**src/design/clkcal_pkg.sv**
```systemverilog
// types, codes and calendar helpers for the 12-hour clock calendar
// no dependencies; imported by every module of the block
package clkcal_pkg;

  localparam int IN_TDATA_W  = 40;
  localparam int IN_TUSER_W  = 2;
  localparam int OUT_TDATA_W = 48;

  localparam logic [3:0]  HOUR_MAX   = 4'd12;
  localparam logic [5:0]  MINSEC_MAX = 6'd59;
  localparam logic [6:0]  MINSEC_MOD = 7'd60;
  localparam logic [3:0]  MONTH_MAX  = 4'd12;
  localparam logic [13:0] YEAR_MAX   = 14'd9999;

  // divisibility by 25: y * inv(25) mod 2^14 <= floor((2^14 - 1) / 25)
  localparam logic [13:0] INV25     = 14'd7209;
  localparam logic [13:0] DIV25_LIM = 14'd655;

  localparam logic [4:0] MONTH_DAYS [12] = '{
    5'd31, 5'd28, 5'd31, 5'd30, 5'd31, 5'd30,
    5'd31, 5'd31, 5'd30, 5'd31, 5'd30, 5'd31
  };

  typedef enum logic [1:0] {
    FUNC_TICK     = 2'd0,
    FUNC_SET_TIME = 2'd1,
    FUNC_SET_DATE = 2'd2
  } func_t;

  // last field in the lowest bits
  typedef struct packed {
    logic [13:0] new_year;
    logic [3:0]  new_month;
    logic [4:0]  new_day;
    logic        new_pm;
    logic [5:0]  new_second;
    logic [5:0]  new_minute;
    logic [3:0]  new_hour;
  } in_item_t;

  typedef struct packed {
    logic [6:0]  pad;
    logic        date_rolled;
    logic [13:0] cur_year;
    logic [3:0]  cur_month;
    logic [4:0]  cur_day;
    logic        cur_pm;
    logic [5:0]  cur_second;
    logic [5:0]  cur_minute;
    logic [3:0]  cur_hour;
  } out_item_t;

  typedef struct packed {
    logic  step;
    func_t func;
  } ctl_t;

  typedef struct packed {
    logic [3:0] hour;
    logic [5:0] minute;
    logic [5:0] second;
    logic       pm;
  } time_t;

  typedef struct packed {
    logic [4:0]  day;
    logic [3:0]  month;
    logic [13:0] year;
  } date_t;

  function automatic logic is_leap(input logic [13:0] y);
    logic [27:0] prod;
    logic        div25;
    prod  = {14'd0, y} * {14'd0, INV25};
    div25 = (prod[13:0] <= DIV25_LIM);
    return (y[1:0] == 2'd0) && (!div25 || (y[3:0] == 4'd0));
  endfunction

  function automatic logic [4:0] month_len(input logic [3:0] m, input logic leap);
    logic [3:0] idx;
    idx = m - 4'd1;
    if (m == 4'd0 || m > MONTH_MAX) begin
      return 5'd31;
    end else if (m == 4'd2 && leap) begin
      return 5'd29;
    end else begin
      return MONTH_DAYS[idx];
    end
  endfunction

endpackage

```
**src/design/clkcal_time_unit.sv**
```systemverilog
// seconds, minutes, 12-hour hours and am/pm counters with set-time clamping
// depends on clkcal_pkg
module clkcal_time_unit (
  input  logic                clk,
  input  logic                rst_n,
  input  clkcal_pkg::ctl_t    ctl,
  input  clkcal_pkg::in_item_t item,
  output clkcal_pkg::time_t   time_nxt,
  output logic                day_adv
);
  import clkcal_pkg::*;

  logic [3:0] hour_r;
  logic [5:0] minute_r;
  logic [5:0] second_r;
  logic       pm_r;

  logic [6:0] sec_inc;
  logic [6:0] min_inc;
  logic [4:0] hour_inc;

  always_comb begin
    sec_inc  = {1'b0, second_r} + 7'd1;
    min_inc  = {1'b0, minute_r} + 7'd1;
    hour_inc = {1'b0, hour_r} + 5'd1;
    time_nxt = '{hour: hour_r, minute: minute_r, second: second_r, pm: pm_r};
    day_adv  = 1'b0;
    case (ctl.func)
      FUNC_TICK: begin
        if (sec_inc < MINSEC_MOD) begin
          time_nxt.second = sec_inc[5:0];
        end else begin
          time_nxt.second = 6'd0;
          if (min_inc < MINSEC_MOD) begin
            time_nxt.minute = min_inc[5:0];
          end else begin
            time_nxt.minute = 6'd0;
            if (hour_inc == {1'b0, HOUR_MAX}) begin
              time_nxt.hour = HOUR_MAX;
              time_nxt.pm   = !pm_r;
              day_adv       = pm_r;
            end else if (hour_inc > {1'b0, HOUR_MAX}) begin
              time_nxt.hour = 4'd1;
            end else begin
              time_nxt.hour = hour_inc[3:0];
            end
          end
        end
      end
      FUNC_SET_TIME: begin
        if (item.new_hour == 4'd0) begin
          time_nxt.hour = 4'd1;
        end else if (item.new_hour > HOUR_MAX) begin
          time_nxt.hour = HOUR_MAX;
        end else begin
          time_nxt.hour = item.new_hour;
        end
        time_nxt.minute = (item.new_minute > MINSEC_MAX) ? MINSEC_MAX : item.new_minute;
        time_nxt.second = (item.new_second > MINSEC_MAX) ? MINSEC_MAX : item.new_second;
        time_nxt.pm     = item.new_pm;
      end
      default: begin
      end
    endcase
  end

  always_ff @(posedge clk) begin
    if (!rst_n) begin
      hour_r   <= HOUR_MAX;
      minute_r <= 6'd0;
      second_r <= 6'd0;
      pm_r     <= 1'b0;
    end else if (ctl.step) begin
      hour_r   <= time_nxt.hour;
      minute_r <= time_nxt.minute;
      second_r <= time_nxt.second;
      pm_r     <= time_nxt.pm;
    end
  end

endmodule

```
**src/design/clkcal_date_unit.sv**
```systemverilog
// day, month and saturating year counters with leap years and set-date clamping
// depends on clkcal_pkg
module clkcal_date_unit (
  input  logic                 clk,
  input  logic                 rst_n,
  input  clkcal_pkg::ctl_t     ctl,
  input  clkcal_pkg::in_item_t item,
  input  logic                 day_adv,
  output clkcal_pkg::date_t    date_nxt
);
  import clkcal_pkg::*;

  logic [4:0]  day_r;
  logic [3:0]  month_r;
  logic [13:0] year_r;

  logic [3:0]  set_month;
  logic [13:0] set_year;
  logic [13:0] leap_year_sel;
  logic        leap;
  logic [4:0]  len_cur;
  logic [4:0]  len_set;
  logic [5:0]  day_inc;
  logic [4:0]  month_inc;

  always_comb begin
    if (item.new_month == 4'd0) begin
      set_month = 4'd1;
    end else if (item.new_month > MONTH_MAX) begin
      set_month = MONTH_MAX;
    end else begin
      set_month = item.new_month;
    end
    set_year      = (item.new_year > YEAR_MAX) ? YEAR_MAX : item.new_year;
    leap_year_sel = (ctl.func == FUNC_SET_DATE) ? set_year : year_r;
    leap          = is_leap(leap_year_sel);
    len_cur       = month_len(month_r, leap);
    len_set       = month_len(set_month, leap);
    day_inc       = {1'b0, day_r} + 6'd1;
    month_inc     = {1'b0, month_r} + 5'd1;
    date_nxt      = '{day: day_r, month: month_r, year: year_r};
    case (ctl.func)
      FUNC_TICK: begin
        if (day_adv) begin
          if (day_inc > {1'b0, len_cur}) begin
            date_nxt.day = 5'd1;
            if (month_inc > {1'b0, MONTH_MAX}) begin
              date_nxt.month = 4'd1;
              if (year_r < YEAR_MAX) begin
                date_nxt.year = year_r + 14'd1;
              end
            end else begin
              date_nxt.month = month_inc[3:0];
            end
          end else begin
            date_nxt.day = day_inc[4:0];
          end
        end
      end
      FUNC_SET_DATE: begin
        if (item.new_day == 5'd0) begin
          date_nxt.day = 5'd1;
        end else if (item.new_day > len_set) begin
          date_nxt.day = len_set;
        end else begin
          date_nxt.day = item.new_day;
        end
        date_nxt.month = set_month;
        date_nxt.year  = set_year;
      end
      default: begin
      end
    endcase
  end

  always_ff @(posedge clk) begin
    if (!rst_n) begin
      day_r   <= 5'd1;
      month_r <= 4'd11;
      year_r  <= 14'd1991;
    end else if (ctl.step) begin
      day_r   <= date_nxt.day;
      month_r <= date_nxt.month;
      year_r  <= date_nxt.year;
    end
  end

endmodule

```
**src/design/clock_calendar_12h_core.sv**
```systemverilog
// top level of the 12-hour clock calendar: input register, time and date units,
// result register; depends on clkcal_pkg, clkcal_time_unit, clkcal_date_unit
//
//   channel | dir | handshake          | payload
//   in_     | in  | in_tvalid/tready   | in_tdata, in_tuser (func)
//   out_    | out | out_tvalid/tready  | out_tdata
//
// one item per cycle unless out_tready stalls; an item's result loads from the
// input register; the counters update in the same cycle the result register loads
// reset gives 12:00:00 am, Nov 1 1991, with both registers empty
// a stalled result holds while one more item waits in the input register
module clock_calendar_12h_core (
  input  logic                                clk,
  input  logic                                rst_n,
  input  logic                                in_tvalid,
  output logic                                in_tready,
  // new_hour, new_minute, new_second, new_pm, new_day, new_month, new_year
  input  logic [clkcal_pkg::IN_TDATA_W-1:0]   in_tdata,
  // func
  input  logic [clkcal_pkg::IN_TUSER_W-1:0]   in_tuser,
  output logic                                out_tvalid,
  input  logic                                out_tready,
  // cur_hour, cur_minute, cur_second, cur_pm, cur_day, cur_month, cur_year,
  // date_rolled, zero pad
  output logic [clkcal_pkg::OUT_TDATA_W-1:0]  out_tdata
);
  import clkcal_pkg::*;

  logic      in_valid_r;
  in_item_t  in_item_r;
  func_t     in_func_r;
  logic      out_valid_r;
  out_item_t out_item_r;
  out_item_t out_item_nxt;

  ctl_t      ctl;
  time_t     time_nxt;
  date_t     date_nxt;
  logic      day_adv;

  assign ctl.step  = in_valid_r && (!out_valid_r || out_tready);
  assign ctl.func  = in_func_r;
  assign in_tready = !in_valid_r || ctl.step;

  clkcal_time_unit u_time (
    .clk      (clk),
    .rst_n    (rst_n),
    .ctl      (ctl),
    .item     (in_item_r),
    .time_nxt (time_nxt),
    .day_adv  (day_adv)
  );

  clkcal_date_unit u_date (
    .clk      (clk),
    .rst_n    (rst_n),
    .ctl      (ctl),
    .item     (in_item_r),
    .day_adv  (day_adv),
    .date_nxt (date_nxt)
  );

  always_comb begin
    out_item_nxt.pad         = '0;
    out_item_nxt.date_rolled = day_adv && (in_func_r == FUNC_TICK);
    out_item_nxt.cur_year    = date_nxt.year;
    out_item_nxt.cur_month   = date_nxt.month;
    out_item_nxt.cur_day     = date_nxt.day;
    out_item_nxt.cur_pm      = time_nxt.pm;
    out_item_nxt.cur_second  = time_nxt.second;
    out_item_nxt.cur_minute  = time_nxt.minute;
    out_item_nxt.cur_hour    = time_nxt.hour;
  end

  always_ff @(posedge clk) begin
    if (!rst_n) begin
      in_valid_r <= 1'b0;
    end else if (in_tready) begin
      in_valid_r <= in_tvalid;
    end
  end

  always_ff @(posedge clk) begin
    if (in_tvalid && in_tready) begin
      in_item_r <= in_item_t'(in_tdata);
      in_func_r <= func_t'(in_tuser);
    end
  end

  always_ff @(posedge clk) begin
    if (!rst_n) begin
      out_valid_r <= 1'b0;
    end else if (ctl.step) begin
      out_valid_r <= 1'b1;
    end else if (out_tready) begin
      out_valid_r <= 1'b0;
    end
  end

  always_ff @(posedge clk) begin
    if (ctl.step) begin
      out_item_r <= out_item_nxt;
    end
  end

  assign out_tvalid = out_valid_r;
  assign out_tdata  = out_item_r;

endmodule

```
**config.mk**
```make
export PLATFORM = sky130hd
export DESIGN_NAME = clock_calendar_12h_core
export DESIGN_NICKNAME = d
export VERILOG_FILES = /design/src/design/clkcal_pkg.sv /design/src/design/clkcal_time_unit.sv /design/src/design/clkcal_date_unit.sv /design/src/design/clock_calendar_12h_core.sv
export SDC_FILE = /design/constraint.sdc
export NUM_CORES = 1
export LEC_CHECK = 0
export ABC_CLOCK_PERIOD_IN_PS = 8370
export BUFFER_PORTS_ARGS = -buffer_cell sky130_fd_sc_hd__buf_2
export CAP_MARGIN = 20
export CELL_PAD_IN_SITES_DETAIL_PLACEMENT = 1
export CELL_PAD_IN_SITES_GLOBAL_PLACEMENT = 2
export CORE_UTILIZATION = 37
export CTS_CLUSTER_SIZE = 16
export DETAILED_ROUTE_END_ITERATION = 16
export PLACE_DENSITY = 0.89
export SETUP_SLACK_MARGIN = 0.3
export SLEW_MARGIN = 30
export SYNTH_ARGS = -nofsm -noshare
export SYNTH_HDL_FRONTEND = slang
export SYNTH_SLANG_ARGS = --single-unit
export TNS_END_PERCENT = 100
```
**constraint.sdc**
```tcl
create_clock -name clk -period 8.37 [get_ports clk]
set_input_delay 0 -clock clk [delete_from_list [all_inputs] [get_ports clk]]
set_output_delay 0 -clock clk [all_outputs]
set_load 0.05 [all_outputs]
```
==> run_results.csv <==
group,metric,value,unit
synthesis,postSynthAreaPerCell,9.37,µm²
route,firstDrtPassIters,5,
setup_path,critPathTopFamily,"adder cells",
setup_path,cpMaxStageDelayCell,"fa_1",
global_route,grt_overflow_total,0,
setup_path,r2r-end,"out_tdata[35]",
setup_path,path_buf_inv,5,
power_and_ir_drop,p_sw,714,µW
synthesis,ys_types,79,
floorplanning,fp.dieH,149,µm
global_route,grt_pass1_wl,38200,µm
clock_tree,insertion_delay,0.43,ns
global_route,grt_max_degree,75,
sta,finalSetupViolCount,0,
clock_tree,cts_tree,"built",
route,drcViolationCount,0,
route,drt_iter0_drc,437,
place,port-buffer-count,88,
global_route,grtUsageTotal,0.224,
clock_tree,path_clk_slew,0.06,ns
floorplanning,initial_core_util,0.380,
setup_path,arrival,7.99,ns
run,drv_cap,0,
layout,syn_to_final_growth,23.7,%
power_and_ir_drop,p_clk_frac,0.341,
hold_path,hold_path_depth,2,
synthesis,synth.top_cells.by_count,"83 x edfxtp_1, 75 x nand2_1, 70 x nor2_1",
layout,fin_nets,1095,
power_and_ir_drop,p_leak,4.10,nW
synthesis,ys_warn_count,0,
setup_path,rrSetupSlack,0.63,ns
synthesis,syn_area,8010,µm²
place,routabilityCongestion,0.859,
sta,maxSlewHeadroom,0.381,
floorplanning,rows,53,
sta,finalMaxSlewViolations,0,
clock_tree,clockBufferDepth,2,
setup_path,critPathMaxStageDelay,0.54,ns
layout,antennaDiodeCount,0,
global_route,antenna_found_initial,0,
floorplanning,die_x,149,µm
clock_tree,cts_root_buf,"clkbuf_16",
synthesis,synthTopCellsByArea,"edfxtp_1 31%, dfxtp_1 11%, ha_1 8.6%",
hold_path,hp-class,"in -> reg",
route,drt_wl_total,24100,µm
setup_path,r2r-start,"in_item_r[33]",
floorplanning,io_pins,96,
place,dp_slack,0.00993,ns
setup_path,critPathKind,"reg -> reg",
synthesis,synth_most_common_cell,"edfxtp_1",
power_and_ir_drop,powerDensity,211,nW/µm²
route,vias,7102,
floorplanning,die_area,22200,µm²
sta,hold_viol,0,
hold_path,hold_end,"u_date.year_r[6]",
sta,rsz0062_at_grt,"false",
power_and_ir_drop,intPower,1.38,mW
clock_tree,clock-sinks,125,
route,detail-route-antenna-nets,0,
setup_path,start_kind,"flip-flop",
sta,fin_ws,0.629,ns
synthesis,synth_cells,854,
synthesis,yosysSeqAreaShare,0.416,
setup_path,worstRegToRegCells,31,
hold_path,hold_path.startpoint,"rst_n",
layout,drive_above_1_share,0.187,
sta,setup_tns,0,ns
power_and_ir_drop,max-vdd-ir-drop,0.139,mV
synthesis,ys_seq_elements,125,
place,hpwl,16500,µm
sta,min_period,7.74,ns
power_and_ir_drop,p_comb_frac,0.309,
global_route,grt_pass1_vias,7032,
clock_tree,htree_levels,4,
status,status,"finished, final reports clean",
sta,timing.hold.ws,0.100,ns
setup_path,cp_common_cell,"ha_1",
power_and_ir_drop,seqPwrFrac,0.350,
synthesis,ys_async_sr_fraction,0,
clock_tree,cts_inserted_buffers,17,
sta,clock_skew,0.0159,ns
route,via_per_inst,5.59,
synthesis,synth_edf_count,83,
synthesis,synth_top_area_frac,0.311,
synthesis,synthFlopType,"edfxtp_1",
sta,tightest_slew,0.928,ns
setup_path,cp_data_required_time,8.62,ns
floorplanning,coreArea,21100,µm²
setup_path,endpoint_kind,"flip-flop",
setup_path,critPathMaxFanout,7,
route,post_drt_wl_per_cell,19.0,µm
sta,post-route-period-util,0.925,
synthesis,yosysTopAreaCell,"edfxtp_1",
power_and_ir_drop,switching_share,0.342,
sta,max_freq,129,MHz
-- final cells by class --
class	instances	area, µm²
timing repair buffer	159	1090
multi-input combinational	614	4330
clock buffer	17	425
inverter	66	248
sequential	125	3330
clock inverter	15	135
tap	275	344
fill	2431	11200
-- power by group through the flow --
stage	registers [mW]	logic [mW]	clock network, mW
6_report	0.731	0.647	0.714
5_1_grt	0.735	0.715	0.754
4_1_cts	0.730	0.610	0.726
3_5_place_dp	0.743	0.586	0
3_3_place_gp	0.742	0.567	0
2_1_floorplan	0.764	0.416	0
-- routing by layer --
metal	GRT usage	vias to the layer above	routed length, µm
met5	0	-	0
met4	0.0556	0	224
met3	0.0355	21	989
met2	0.367	167	11700
met1	0.307	3512	11200
li1	-	3402	-
-- worst max path at each step --
stage	to	slack (ns)	cells after the start	startpoint
after global routing	out_tdata[26]	0.18	30	in_item_r[33]
final	out_tdata[35]	0.63	31	in_item_r[33]
after CTS	out_tdata[29]	0.30	30	in_item_r[39]
after global placement	out_tdata[28]	0.51	30	in_func_r[0]
after detailed placement	out_tdata[29]	0.01	29	in_func_r[0]
after floorplan	out_tdata[36]	0.85	32	in_func_r[0]
-- stage by stage --
stage / power (mW) / area [µm²] / std cells / utilization
4_1_cts: 2.07 / 9700 / 1260 / 0.460
6_report: 2.09 / 9900 / 1271 / 0.470
5_1_grt: 2.20 / 9900 / 1271 / 0.470
2_1_floorplan: 1.18 / 8030 / 860 / -
3_3_place_gp: 1.31 / 8650 / 1181 / 0.410
3_5_place_dp: 1.33 / 8650 / 1181 / 0.410
-- sequential cells by signal, summed over array words and instances (netlist names) --
register / count
in_func_r: 2
u_time.minute_r: 6
out_tdata: 41
in_valid_r: 1
u_time.hour_r: 4
u_time.second_r: 6
u_date.month_r: 4
out_tvalid: 1
u_date.year_r: 14
in_item_r: 40
u_date.day_r: 5
u_time.pm_r: 1
-- timing repair --
action	4_1_cts	5_1_grt
pin swaps	1	12
setup endpoints to repair	32	44
buffers inserted	2	11
hold buffers	45	0
endpoints found under the hold margin	44	0
resized for setup	4	29
-- kinds of logic after synthesis --
| logic type | count (synthesis) | share of synthesized area |
|---|---|---|
| compound gates | 247 | 0.210 |
| xor+xnor | 20 | 0.0236 |
| fa+ha+maj | 66 | 0.113 |
| buf+inv | 121 | 0.0633 |
| flops | 125 | 0.416 |
| mux | 3 | 0.00375 |
| other cells | 1 | 0.000468 |
| simple gates | 271 | 0.169 |
-- cells in the final DEF (no fill, tap or decap), drive strengths merged, types with 16 or more instances in the layout --
master,count
inv,70
a21oi,41
o21ai,63
nor2,70
edfxtp,83
dfxtp,42
nand2,75
clkbuf,17
ha,55
nor3,20
nand3,28
dlygate4sd3,45
buf,114
xnor2,16
(Power assumes the default switching activity.)
